[src/rtl/npt_pkg.sv]
package npt_pkg;

  localparam int SLOTS = 16;
  localparam int BUCKETS = 8;
  localparam int SLOT_W = $clog2(SLOTS);
  localparam int BKT_W = (BUCKETS > 1) ? $clog2(BUCKETS) : 1;
  localparam int SCNT_W = $clog2(SLOTS + 1);

  localparam logic [1:0] CMD_ARM = 2'd0;
  localparam logic [1:0] CMD_TAKE = 2'd1;
  localparam logic [1:0] CMD_SWEEP = 2'd2;
  localparam logic [1:0] CMD_DARK = 2'd3;

  localparam logic [1:0] SLOT_FREE = 2'd0;
  localparam logic [1:0] SLOT_ARMED = 2'd1;
  localparam logic [1:0] SLOT_EXPIRED = 2'd2;

  localparam logic [2:0] ST_ARMED = 3'd0;
  localparam logic [2:0] ST_REJECT = 3'd1;
  localparam logic [2:0] ST_UNKNOWN = 3'd2;
  localparam logic [2:0] ST_INWIN = 3'd3;
  localparam logic [2:0] ST_LATE = 3'd4;
  localparam logic [2:0] ST_SWEPT = 3'd5;
  localparam logic [2:0] ST_DARK = 3'd6;

  localparam logic [1:0] REG_WAIT = 2'd0;
  localparam logic [1:0] REG_BUCKET = 2'd1;
  localparam logic [1:0] REG_MINSENT = 2'd2;
  localparam logic [1:0] REG_PERCENT = 2'd3;

  typedef struct packed {
    logic load;
    logic div_start;
    logic slot_clr;
    logic slot_step;
    logic bkt_clr;
    logic bkt_step;
    logic arm_commit;
    logic take_commit;
    logic bump_touch;
    logic dark_eval;
    logic out_load;
  } npt_cmd_t;

  typedef struct packed {
    logic [1:0] command;
    logic div_done;
    logic slot_last;
    logic bkt_last;
  } npt_sts_t;

endpackage

[src/rtl/npt_ctrl.sv]
module npt_ctrl
  import npt_pkg::*;
(
  input  logic     clk,
  input  logic     rst_n,
  input  logic     in_fire,
  input  logic     out_busy,
  input  npt_sts_t sts,
  output npt_cmd_t cmd,
  output logic     idle
);

  typedef enum logic [3:0] {
    S_IDLE, S_DIV, S_DIVW, S_SCAN, S_ACT, S_BKT, S_BUMP, S_DARK, S_OUT
  } state_t;

  state_t state_r, state_nxt;

  always_comb begin
    state_nxt = state_r;
    cmd = '0;
    unique case (state_r)
      S_IDLE: begin
        if (in_fire) begin
          cmd.load = 1'b1;
          state_nxt = S_DIV;
        end
      end
      S_DIV: begin
        cmd.div_start = 1'b1;
        cmd.slot_clr = 1'b1;
        state_nxt = S_DIVW;
      end
      S_DIVW: begin
        if (sts.div_done) state_nxt = S_SCAN;
      end
      S_SCAN: begin
        cmd.slot_step = 1'b1;
        if (sts.slot_last) state_nxt = S_ACT;
      end
      S_ACT: begin
        if (sts.command == CMD_ARM) begin
          cmd.arm_commit = 1'b1;
          state_nxt = S_BUMP;
        end else if (sts.command == CMD_TAKE) begin
          cmd.take_commit = 1'b1;
          state_nxt = S_BUMP;
        end else if (sts.command == CMD_DARK) begin
          cmd.bkt_clr = 1'b1;
          state_nxt = S_BKT;
        end else begin
          state_nxt = S_OUT;
        end
      end
      S_BUMP: begin
        cmd.bump_touch = 1'b1;
        state_nxt = S_OUT;
      end
      S_BKT: begin
        cmd.bkt_step = 1'b1;
        if (sts.bkt_last) state_nxt = S_DARK;
      end
      S_DARK: begin
        cmd.dark_eval = 1'b1;
        state_nxt = S_OUT;
      end
      S_OUT: begin
        if (!out_busy) begin
          cmd.out_load = 1'b1;
          state_nxt = S_IDLE;
        end
      end
      default: state_nxt = S_IDLE;
    endcase
  end

  always_ff @(posedge clk) begin
    if (!rst_n) state_r <= S_IDLE;
    else state_r <= state_nxt;
  end

  assign idle = (state_r == S_IDLE);

endmodule

[src/rtl/npt_div.sv]
module npt_div
  import npt_pkg::*;
(
  input  logic        clk,
  input  logic        rst_n,
  input  logic        start,
  input  logic [31:0] num,
  input  logic [15:0] den,
  output logic [31:0] quo,
  output logic        done
);

  logic [31:0] q_r, q_nxt;
  logic [16:0] rem_r, rem_nxt;
  logic [5:0]  cnt_r, cnt_nxt;
  logic        busy_r, busy_nxt;
  logic [16:0] trial;
  logic [15:0] d;

  assign d = (den == 16'd0) ? 16'd1 : den;

  always_comb begin
    q_nxt = q_r;
    rem_nxt = rem_r;
    cnt_nxt = cnt_r;
    busy_nxt = busy_r;
    trial = {rem_r[15:0], q_r[31]};
    if (start) begin
      q_nxt = num;
      rem_nxt = '0;
      cnt_nxt = 6'd0;
      busy_nxt = 1'b1;
    end else if (busy_r) begin
      if (trial >= {1'b0, d}) begin
        rem_nxt = trial - {1'b0, d};
        q_nxt = {q_r[30:0], 1'b1};
      end else begin
        rem_nxt = trial;
        q_nxt = {q_r[30:0], 1'b0};
      end
      cnt_nxt = cnt_r + 6'd1;
      if (cnt_r == 6'd31) busy_nxt = 1'b0;
    end
  end

  always_ff @(posedge clk) begin
    if (!rst_n) begin
      busy_r <= 1'b0;
      cnt_r <= '0;
    end else begin
      busy_r <= busy_nxt;
      cnt_r <= cnt_nxt;
    end
    q_r <= q_nxt;
    rem_r <= rem_nxt;
  end

  assign quo = q_r;
  assign done = !busy_r && !start;

endmodule

[src/rtl/npt_dp.sv]
module npt_dp
  import npt_pkg::*;
(
  input  logic        clk,
  input  logic        rst_n,
  input  npt_cmd_t    cmd,
  output npt_sts_t    sts,
  input  logic [1:0]  in_command,
  input  logic [15:0] in_seq,
  input  logic [31:0] in_now_ms,
  input  logic [15:0] wait_ms,
  input  logic [15:0] bucket_ms,
  input  logic [15:0] dark_min_sent,
  input  logic [6:0]  dark_percent,
  output logic [2:0]  res_status,
  output logic [4:0]  res_expired,
  output logic        res_dark,
  output logic [31:0] rtt_last_r,
  output logic [31:0] rtt_max_r,
  output logic [31:0] cnt_sent_r,
  output logic [31:0] cnt_rec_r,
  output logic [31:0] cnt_late_r
);

  logic [1:0]  command_r;
  logic [15:0] seq_r;
  logic [31:0] now_r;
  logic [31:0] epoch;
  logic        div_done;

  npt_div u_div (
    .clk  (clk),
    .rst_n(rst_n),
    .start(cmd.div_start),
    .num  (now_r),
    .den  (bucket_ms),
    .quo  (epoch),
    .done (div_done)
  );

  logic [15:0] slot_seq_r [SLOTS];
  logic [31:0] slot_dl_r [SLOTS];
  logic [31:0] slot_ep_r [SLOTS];
  logic [1:0]  slot_st_r [SLOTS];
  logic [31:0] bkt_ep_r [BUCKETS];
  logic        bkt_v_r [BUCKETS];
  logic [15:0] bkt_sent_r [BUCKETS];
  logic [15:0] bkt_rec_r [BUCKETS];
  logic        dark_lat_r;

  logic [SCNT_W-1:0] si_r;
  logic [SLOT_W-1:0] si;
  logic        hit_v_r, free_v_r, exp_v_r, any_arm_r;
  logic [SLOT_W-1:0] hit_r, free_r, exp_r;
  logic [4:0]  nexp_r;
  logic [2:0]  status_r;
  logic        dark_r;
  logic [BKT_W:0] bi_r;
  logic [BKT_W-1:0] bi;
  logic [31:0] sum_sent_r, sum_rec_r;
  logic        bump_rec_r;
  logic        bump_en_r;
  logic [31:0] bump_ep_r;

  assign si = si_r[SLOT_W-1:0];
  assign bi = bi_r[BKT_W-1:0];

  logic [31:0] sdiff, tdiff, rtt;
  logic [SLOT_W-1:0] tgt;
  logic        tgt_v;
  logic [31:0] ewin;

  assign sdiff = now_r - slot_dl_r[si];
  assign tgt_v = hit_v_r | free_v_r | exp_v_r;
  assign tgt = hit_v_r ? hit_r : (free_v_r ? free_r : exp_r);
  assign tdiff = now_r - slot_dl_r[hit_r];
  assign rtt = now_r - (slot_dl_r[hit_r] - {16'd0, wait_ms});
  assign ewin = epoch - bkt_ep_r[bi];

  assign sts.command = command_r;
  assign sts.div_done = div_done;
  assign sts.slot_last = (si_r == SCNT_W'(SLOTS - 1));
  assign sts.bkt_last = (bi_r == (BKT_W + 1)'(BUCKETS - 1));

  logic [38:0] lhs, rhs;
  assign lhs = 39'(sum_rec_r) * 39'd100;
  assign rhs = 39'(sum_sent_r) * 39'(dark_percent);

  always_ff @(posedge clk) begin
    if (!rst_n) begin
      for (int i = 0; i < SLOTS; i++) slot_st_r[i] <= SLOT_FREE;
      for (int i = 0; i < BUCKETS; i++) bkt_v_r[i] <= 1'b0;
      dark_lat_r <= 1'b0;
      rtt_last_r <= '0;
      rtt_max_r <= '0;
      cnt_sent_r <= '0;
      cnt_rec_r <= '0;
      cnt_late_r <= '0;
      bump_en_r <= 1'b0;
    end else begin
      if (cmd.load) begin
        command_r <= in_command;
        seq_r <= in_seq;
        now_r <= in_now_ms;
      end
      if (cmd.slot_clr) begin
        si_r <= '0;
        hit_v_r <= 1'b0;
        free_v_r <= 1'b0;
        exp_v_r <= 1'b0;
        any_arm_r <= 1'b0;
        nexp_r <= '0;
        bump_en_r <= 1'b0;
        status_r <= ST_SWEPT;
        dark_r <= 1'b0;
      end
      if (cmd.slot_step) begin
        si_r <= si_r + SCNT_W'(1);
        if (slot_st_r[si] != SLOT_FREE && slot_seq_r[si] == seq_r && !hit_v_r) begin
          hit_v_r <= 1'b1;
          hit_r <= si;
        end
        if (slot_st_r[si] == SLOT_FREE && !free_v_r) begin
          free_v_r <= 1'b1;
          free_r <= si;
        end
        if (slot_st_r[si] == SLOT_EXPIRED &&
            (!exp_v_r || slot_dl_r[si] < slot_dl_r[exp_r])) begin
          exp_v_r <= 1'b1;
          exp_r <= si;
        end
        if (slot_st_r[si] == SLOT_ARMED) any_arm_r <= 1'b1;
        if (command_r == CMD_SWEEP && slot_st_r[si] == SLOT_ARMED &&
            sdiff != 32'd0 && !sdiff[31]) begin
          slot_st_r[si] <= SLOT_EXPIRED;
          cnt_late_r <= cnt_late_r + 32'd1;
          nexp_r <= nexp_r + 5'd1;
        end
      end
      if (cmd.arm_commit) begin
        if (!tgt_v) begin
          status_r <= ST_REJECT;
        end else begin
          slot_seq_r[tgt] <= seq_r;
          slot_dl_r[tgt] <= now_r + {16'd0, wait_ms};
          slot_ep_r[tgt] <= epoch;
          slot_st_r[tgt] <= SLOT_ARMED;
          cnt_sent_r <= cnt_sent_r + 32'd1;
          status_r <= ST_ARMED;
          bump_en_r <= 1'b1;
          bump_rec_r <= 1'b0;
          bump_ep_r <= epoch;
        end
      end
      if (cmd.take_commit) begin
        if (!hit_v_r) begin
          status_r <= ST_UNKNOWN;
        end else begin
          slot_st_r[hit_r] <= SLOT_FREE;
          rtt_last_r <= rtt;
          if (rtt > rtt_max_r) rtt_max_r <= rtt;
          if (slot_st_r[hit_r] == SLOT_ARMED && (tdiff == 32'd0 || tdiff[31])) begin
            cnt_rec_r <= cnt_rec_r + 32'd1;
            status_r <= ST_INWIN;
            bump_en_r <= 1'b1;
            bump_rec_r <= 1'b1;
            bump_ep_r <= slot_ep_r[hit_r];
          end else begin
            if (slot_st_r[hit_r] == SLOT_ARMED) cnt_late_r <= cnt_late_r + 32'd1;
            status_r <= ST_LATE;
          end
        end
      end
      if (cmd.bump_touch && bump_en_r) begin
        logic [BKT_W-1:0] b;
        logic fresh;
        b = BKT_W'(bump_ep_r % BUCKETS);
        fresh = !bkt_v_r[b] || bkt_ep_r[b] != bump_ep_r;
        bkt_ep_r[b] <= bump_ep_r;
        bkt_v_r[b] <= 1'b1;
        if (bump_rec_r) begin
          bkt_sent_r[b] <= fresh ? 16'd0 : bkt_sent_r[b];
          bkt_rec_r[b] <= fresh ? 16'd1 :
                          (bkt_rec_r[b] == 16'hFFFF ? bkt_rec_r[b] : bkt_rec_r[b] + 16'd1);
        end else begin
          bkt_rec_r[b] <= fresh ? 16'd0 : bkt_rec_r[b];
          bkt_sent_r[b] <= fresh ? 16'd1 :
                           (bkt_sent_r[b] == 16'hFFFF ? bkt_sent_r[b] : bkt_sent_r[b] + 16'd1);
        end
      end
      if (cmd.bkt_clr) begin
        bi_r <= '0;
        sum_sent_r <= '0;
        sum_rec_r <= '0;
        status_r <= ST_DARK;
      end
      if (cmd.bkt_step) begin
        bi_r <= bi_r + (BKT_W + 1)'(1);
        if (bkt_v_r[bi] && ewin < 32'(BUCKETS)) begin
          sum_sent_r <= sum_sent_r + {16'd0, bkt_sent_r[bi]};
          sum_rec_r <= sum_rec_r + {16'd0, bkt_rec_r[bi]};
        end
      end
      if (cmd.dark_eval) begin
        if (dark_lat_r) begin
          dark_r <= 1'b1;
        end else if (!any_arm_r) begin
          if (sum_sent_r >= {16'd0, dark_min_sent} && lhs < rhs) begin
            dark_lat_r <= 1'b1;
            dark_r <= 1'b1;
          end
        end
      end
    end
  end

  assign res_status = status_r;
  assign res_expired = nexp_r;
  assign res_dark = dark_r;

endmodule

[src/rtl/nack_pending_tracker_core.sv]
// Channel  Dir  tdata fields (low bit first)                  tuser
// in_      in   command[1:0], seq[17:2], now_ms[49:18]         none
// out_     out  status[2:0], expired_count[7:3], dark[8],      none
//               last rtt[40:9], max rtt[72:41], total_sent,
//               total_recovered, total_late
// cfg_     in   write enable, index, 16-bit data
// A command passes from its accepting edge through a setup step, the epoch divider,
// one scan step per slot and an action step, then one bucket update for arm and take,
// or one step per bucket plus one decision step for a dark query, before its result.
// Reset is synchronous and frees all slots and invalidates all buckets at once.
// The input is ready again when the result is loaded; a held result stalls the next
// command only when that command reaches its own output cycle.
module nack_pending_tracker_core
  import npt_pkg::*;
(
  input  logic         clk,
  input  logic         rst_n,
  input  logic         in_tvalid,
  output logic         in_tready,
  input  logic [55:0]  in_tdata,   // command, seq, now_ms
  output logic         out_tvalid,
  input  logic         out_tready,
  output logic [175:0] out_tdata,  // status, expired_count, dark, rtt last, rtt max, totals
  input  logic         cfg_we,
  input  logic [1:0]   cfg_index,
  input  logic [15:0]  cfg_data
);

  npt_cmd_t cmd;
  npt_sts_t sts;
  logic idle, in_fire;
  logic [15:0] wait_r, bkt_r, minsent_r;
  logic [6:0] pct_r;
  logic [2:0] st;
  logic [4:0] ex;
  logic dk;
  logic [31:0] rl, rm, cs, cr, cl;
  logic out_v_r;
  logic [175:0] out_d_r;

  assign in_tready = idle;
  assign in_fire = in_tvalid && in_tready;

  always_ff @(posedge clk) begin
    if (!rst_n) begin
      wait_r <= 16'd100;
      bkt_r <= 16'd1000;
      minsent_r <= 16'd10;
      pct_r <= 7'd20;
    end else if (cfg_we) begin
      unique case (cfg_index)
        REG_WAIT: wait_r <= cfg_data;
        REG_BUCKET: bkt_r <= cfg_data;
        REG_MINSENT: minsent_r <= cfg_data;
        REG_PERCENT: pct_r <= cfg_data[6:0];
        default: ;
      endcase
    end
  end

  npt_ctrl u_ctrl (
    .clk(clk), .rst_n(rst_n), .in_fire(in_fire),
    .out_busy(out_v_r && !out_tready), .sts(sts), .cmd(cmd), .idle(idle)
  );

  npt_dp u_dp (
    .clk(clk), .rst_n(rst_n), .cmd(cmd), .sts(sts),
    .in_command(in_tdata[1:0]), .in_seq(in_tdata[17:2]), .in_now_ms(in_tdata[49:18]),
    .wait_ms(wait_r), .bucket_ms(bkt_r), .dark_min_sent(minsent_r), .dark_percent(pct_r),
    .res_status(st), .res_expired(ex), .res_dark(dk),
    .rtt_last_r(rl), .rtt_max_r(rm), .cnt_sent_r(cs), .cnt_rec_r(cr), .cnt_late_r(cl)
  );

  always_ff @(posedge clk) begin
    if (!rst_n) begin
      out_v_r <= 1'b0;
    end else begin
      if (cmd.out_load) out_v_r <= 1'b1;
      else if (out_tready) out_v_r <= 1'b0;
    end
    if (cmd.out_load) out_d_r <= {7'd0, cl, cr, cs, rm, rl, dk, ex, st};
  end

  assign out_tvalid = out_v_r;
  assign out_tdata = out_d_r;

`ifndef NO_ASSERTIONS
  a_load_idle: assert property (@(posedge clk) disable iff (!rst_n)
    cmd.out_load |-> !(out_v_r && !out_tready)) else $error("result overwritten");
  a_no_accept_busy: assert property (@(posedge clk) disable iff (!rst_n)
    in_fire |=> !in_tready) else $error("accepted while busy");
`endif

endmodule

[config.mk]
export PLATFORM = sky130hd
export DESIGN_NAME = nack_pending_tracker_core
export DESIGN_NICKNAME = d
export VERILOG_FILES = /design/src/rtl/npt_pkg.sv /design/src/rtl/npt_ctrl.sv /design/src/rtl/npt_div.sv /design/src/rtl/npt_dp.sv /design/src/rtl/nack_pending_tracker_core.sv
export SDC_FILE = /design/constraint.sdc
export NUM_CORES = 2
export LEC_CHECK = 0
export BUFFER_PORTS_ARGS = -buffer_cell sky130_fd_sc_hd__buf_2
export CORE_MARGIN = 2
export CORE_UTILIZATION = 55
export CTS_BUF_LIST = sky130_fd_sc_hd__clkbuf_4
export DETAILED_ROUTE_END_ITERATION = 7
export HOLD_SLACK_MARGIN = 0.02
export PLACE_DENSITY = 0.71
export RECOVER_POWER = 100
export REMOVE_ABC_BUFFERS = 1
export SYNTH_ARGS = -nofsm -noshare
export SYNTH_HDL_FRONTEND = slang
export SYNTH_SLANG_ARGS = --single-unit
[constraint.sdc]
create_clock -name clk -period 27.4 [get_ports clk]
set_input_delay 8.22 -clock clk [delete_from_list [all_inputs] [get_ports clk]]
set_output_delay 8.22 -clock clk [all_outputs]
set_load 0.1 [all_outputs]
# == Yosys cells after proc, flatten, opt, wreduce, memory -nomap -nowiden ==
# Memory sizes are Yosys's and may differ from the RTL's. A register that Yosys moved wholly into a read port is not among the register bits.
# Cells that the tools add are included.
# word_totals
mem_bits_rw,1832
n_memories,8
output_inout_bits,178
register_bits,627
latchBits,0
romBits,0
word_cells,323
inputBits,79
# memory_table
memory,words,width,rd,rd_clocked_by_memory_dff,write_ports,line_no,rtl
u_dp.slot_dl_r,16,32,3,3,1,npt_dp.sv:42,logic [31:0] slot_dl_r [SLOTS];
u_dp.slot_ep_r,16,32,1,1,1,npt_dp.sv:43,logic [31:0] slot_ep_r [SLOTS];
u_dp.bkt_ep_r,8,32,2,2,1,npt_dp.sv:45,logic [31:0] bkt_ep_r [BUCKETS];
u_dp.slot_seq_r,16,16,1,1,1,npt_dp.sv:41,logic [15:0] slot_seq_r [SLOTS];
u_dp.bkt_rec_r,8,16,2,2,1,npt_dp.sv:48,logic [15:0] bkt_rec_r [BUCKETS];
u_dp.bkt_sent_r,8,16,2,2,1,npt_dp.sv:47,logic [15:0] bkt_sent_r [BUCKETS];
+2 memories,n/a,n/a,n/a,n/a,n/a,n/a,
# op_classes
div,0
shift,0
mul,2
bitwise,5
muxes,158
add_sub_neg,18
n_reduce_logical,60
order_cmp,6
eq_ne,29
# op_table
cell,n
two-way mux 32 bit,19
two-way mux 16 bit,10
subtractor 32 bit,4
"adder 32 x 1 -> 32 bit, second input constant",3
adder 32 x 16 -> 32 bit,3
two-way mux 4 bit,22
two-way mux 1 bit,82
two-way mux 3 bit,14
less-than comparator 39 bit,1
multiplier 32 x 7 -> 39 bit,1
"multiplier 32 x 5 -> 37 bit, second input constant",1
"adder 16 x 1 -> 16 bit, second input constant",2
"equality test 16 bit, second input constant",2
greater-or-equal comparator 32 x 16 -> 1 bit,1
greater-than comparator 32 bit,1
zero test 32 bit,1
less-than comparator 32 bit,1
"less-than comparator 32 x 4 -> 1 bit, second input constant",1
!= test 32 bit,1
one-hot mux 4 bit (8 select lines),1
nonzero test 32 bit,1
subtractor 32 x 16 -> 32 bit,1
two-way mux 5 bit,5
"equality test 4 x 3 -> 1 bit, second input constant",5
31 further kinds,95

# == Longest topological paths before layout ==
# logic_depth
word_depth,12
depth_mapped,37
ltp_nobuf,36

# == Cells and area by module ==
# Synthesis repeated with hierarchy kept, for this count alone.
# unflattened
hier_cells,9008
area_unflattened_um2,131688.8
# modules_own_cells
mod,n_inst,area_each_um2,cells_each,seq_area_each_um2
npt_dp,1,120598.2,8253,63651.0
nack_pending_tracker_core,1,7338.3,394,6195.9
npt_div,1,3310.7,305,1421.4
npt_ctrl,1,441.7,56,80.1

# == Worst setup path before layout ==
# Ideal clock, no wire load.
# synth_timing
kind,input to register
startpoint,in out_tready
endpoint,reg out_d_r[0] (netlist: out_tdata[0]) (enable)
cell_stages,2
n_path_buf,0
arrival_time_ps,15771
t_required_ps,26682
setup_ps,718
setup_slack_ps,10910
path_cell_list,nand2b_1 nor2b_1
# synth_lines
element,line_no,rtl
"start, declared",nack_pending_tracker_core.sv:22,"input logic out_tready,"
"end signal, assigned",nack_pending_tracker_core.sv:81,"if (cmd.out_load) out_d_r <= {7'd0, cl, cr, cs, rm, rl, dk, ex, st};"
"end, declared",nack_pending_tracker_core.sv:39,logic [175:0] out_d_r;

# == Worst setup path after layout ==
# layout_timing
startpoint,in rst_n
endpoint,mem u_dp.slot_ep_r[1][26] (enable)
# layout_between
elab_chain_cells,2
# layout_rtl
element,line_no,rtl
"start, declared",nack_pending_tracker_core.sv:17,"input logic rst_n,"
two-way mux 1 bit,npt_dp.sv:90,if (!rst_n) begin
two-way mux 1 bit (implied by the code),npt_dp.sv:146,slot_ep_r[tgt] <= epoch;
"end, declared",npt_dp.sv:43,
# No other way between the ends.

==> results.json <==
{
  "slew_headroom": -4.35,
  "endpoint_kind": "flip-flop",
  "period_needed_ns": 17.31,
  "layout_common_cells": "2206 x edfxtp_1, 990 x mux4_2, 944 x clkbuf_4",
  "root_buffer": "clkbuf_4",
  "cap_violations": 87,
  "cp.arrival_ns": 18.21,
  "path_class": "in -> reg",
  "cts_max_level": 6,
  "ios": 257,
  "fillers": 18000,
  "path_cells": "clkbuf_1 > nand2_1 > nor2_1 > nand2_1 > nor2_1 > clkbuf_1 > clkbuf_1",
  "synth_area_um2": 131000,
  "vias_per_cell": 6.34,
  "synth-seq-area-share": 0.549,
  "leakagePower_uw": 0.0511,
  "crit_family": "buffers and inverters",
  "grt_first_pass_wirelength_mm": 516,
  "hpwlAfterDp_mm": 220,
  "fin_crit_sh": 0.632,
  "wl_per_cell_um": 25.8,
  "stdcell_count": 13300,
  "synth-main-ff-cell": "edfxtp_1",
  "vdd_drop_max_v": 0.0000586,
  "cp_max_fo": 38,
  "final_common_cell": "edfxtp_1",
  "cp_slowest_cell": "clkbuf_1",
  "ys_ff_latch": 2477,
  "antenna_found_initial": 13,
  "area_growth_pct": 9.56,
  "tns_ns": 0,
  "finClkSkew_ns": 0.185,
  "cp_num_buf_inv": 3,
  "vias": 84100,
  "cts.sinks": 2477,
  "cts_tree": "built",
  "clk_latency_ns": 1.50,
  "final_max_slew_viol_count": 3107,
  "synth_edf_count": 2206,
  "grt_max_degree": 109,
  "first_global_vias": 85100,
  "gp_congestion": 0.949,
  "chipWidth_um": 491,
  "clk_pin_slew_worst_paths_ns": 0.06,
  "syn_inst": 9019,
  "worst_pin_slew_ns": 8.03,
  "cp-start-kind": "input port",
  "async_flop_share": 0,
  "drcViolationCount": 0,
  "synth_warnings": 0,
  "layout_setup_ws_ns": 10.09,
  "max_freq_mhz": 57.8,
  "hold_violations": 0,
  "finalWirelength_mm": 343,
  "cp_common_cell": "clkbuf_1",
  "violations": "capacitance limit, slew limit",
  "num_rows": 178,
  "syn_area_per_cell_um2": 14.5,
  "cts_hold_buffers": 0,
  "clockBufferDepth": 4,
  "drtIter0Drc": 9006,
  "cp_data_required_time_ns": 28.30,
  "reg2reg_slack_ns": 10.54,
  "grt_usage": 0.282,
  "dieArea_um2": 241000,
  "detail-route-antenna-nets": 0,
  "drive_gt1_frac": 0.223,
  "place_ws_ns": 15.24,
  "dp.cells": 12100,
  "initial_utilization": 0.554,
  "cts_setup_buffers": 0,
  "port_buffers": 243,
  "coreArea_um2": 236000,
  "post_cts_resized": 0,
  "slowest_delay_ns": 2.60,
  "finalSetupViolCount": 0,
  "p_per_area_nw_per_um2": 71.4,
  "status": "complete, but fails checks",
  "fin_nets": 10400,
  "grt-ovfl-total": 0,
  "hp-class": "reg -> reg",
  "yosysUniqueCellTypes": 88,
  "grt_setup_unrepaired": "no",
  "cts_buffers": 647,
  "die_h_um": 491,
  "dr.pass1.iters": 6
}
-- kinds of logic after synthesis --
| group | count (synthesis) | share of synthesized area |
|---|---|---|
| AOI/OAI and AO/OA | 1218 | 0.0593 |
| xor gates and xnor gates | 292 | 0.0196 |
| adders and majority gates | 682 | 0.0775 |
| buffers and inverters | 1091 | 0.0319 |
| DFF | 2477 | 0.549 |
| muxes | 1175 | 0.185 |
| other | 1 | 0.0000287 |
| and+or+nand+nor | 2083 | 0.0774 |
-- layer usage --
layer | share of wire | GRT usage
met3 | 0.095 | 0.0628
met1 | 0.39 | 0.385
met2 | 0.48 | 0.445
met4 | 0.036 | 0.109
met5 | 0.00020 | 0
-- where the power goes --
part / internal (µW) / switching (µW)
registers: 4380 / 252
clock network: 1690 / 1510
logic: 954 / 1430
total: 7030 / 3190
-- metrics by stage --
step | total power [µW] | cell area (µm²) | hold slack, ns | util
final | 10200 | 143000 | 0.410 | 0.607
after global routing | 10700 | 143000 | 0.412 | 0.607
after CTS | 10300 | 144000 | 0.394 | 0.610
after detailed placement | 7050 | 136000 | 0.414 | 0.576
after global placement | 6990 | 136000 | 0.413 | 0.576
after floorplan | 6380 | 129000 | 0.400 | -
-- final timing paths --
| kind | from | endpoint | cells past startpoint |
|---|---|---|---|
| max | rst_n | u_dp.slot_ep_r[1][26] | 7 |
| min | u_dp.rtt_last_r[28] | out_tdata[37] | 0 |
| max reg2reg | flip-flop | u_dp.rtt_max_r[28] | 26 |
| min reg2reg | u_dp.rtt_last_r[28] | out_tdata[37] | 0 |
-- final cells by class --
cell class	count	area, µm²	area share
diodes	23	57.6	0.000402
flip-flops and latches	2477	71700	0.501
clock inverters	180	1080	0.00758
well taps	3150	3940	0.0275
inverters	646	2430	0.0170
clock buffers	944	7090	0.0495
repair buffers	397	1810	0.0126
multi-input cells	5457	55000	0.384
-- Yosys cell counts, types with 164 or more instances --
| master | number | area, µm² |
|---|---|---|
| edfxtp_1 | 2206 | 66200 |
| mux4_2 | 990 | 22300 |
| nand2_1 | 694 | 2610 |
| inv_1 | 645 | 2420 |
| ha_1 | 470 | 5880 |
| nor2_1 | 416 | 1560 |
| a21oi_1 | 360 | 1800 |
| clkbuf_1 | 317 | 1190 |
| dfxtp_1 | 271 | 5430 |
| o21ai_0 | 261 | 1310 |
| fa_1 | 212 | 4240 |
| and2_1 | 201 | 1260 |
| xnor2_1 | 198 | 1730 |
| nand3_1 | 164 | 821 |
-- sequential cells by signal, summed over array words and instances (netlist names), 128 cells and up, named ones only --
| register | count |
|---|---|
| u_dp.slot_dl_r | 512 |
| u_dp.bkt_rec_r | 128 |
| u_dp.slot_seq_r | 256 |
| u_dp.bkt_sent_r | 128 |
| u_dp.bkt_ep_r | 256 |
| out_tdata | 169 |
| u_dp.slot_ep_r | 512 |
-- worst reg2reg max path, cell delays in order, from the launching register on --
cell and delay, ns:
dfxtp_1 1.55, clkbuf_1 2.34, clkbuf_1 2.42, clkbuf_1 2.75, mux4_2 0.79, mux4_2 0.51
inv_1 0.18, ha_1 0.25, fa_1 0.30, nand3_1 0.10, a21oi_1 0.18, nor2_1 0.10
a21oi_1 0.27, a211oi_1 0.15, o41ai_1 0.56, a21oi_1 0.17, xnor2_1 0.53, inv_1 0.11
ha_1 0.32, nand4_1 0.06, or2_2 0.30, nor3_1 0.56, a31oi_1 0.25, o21ai_4 0.11
clkbuf_1 1.37, or3b_2 0.34, a21oi_1 0.07
Note: power is estimated with default switching activity, not from simulation.
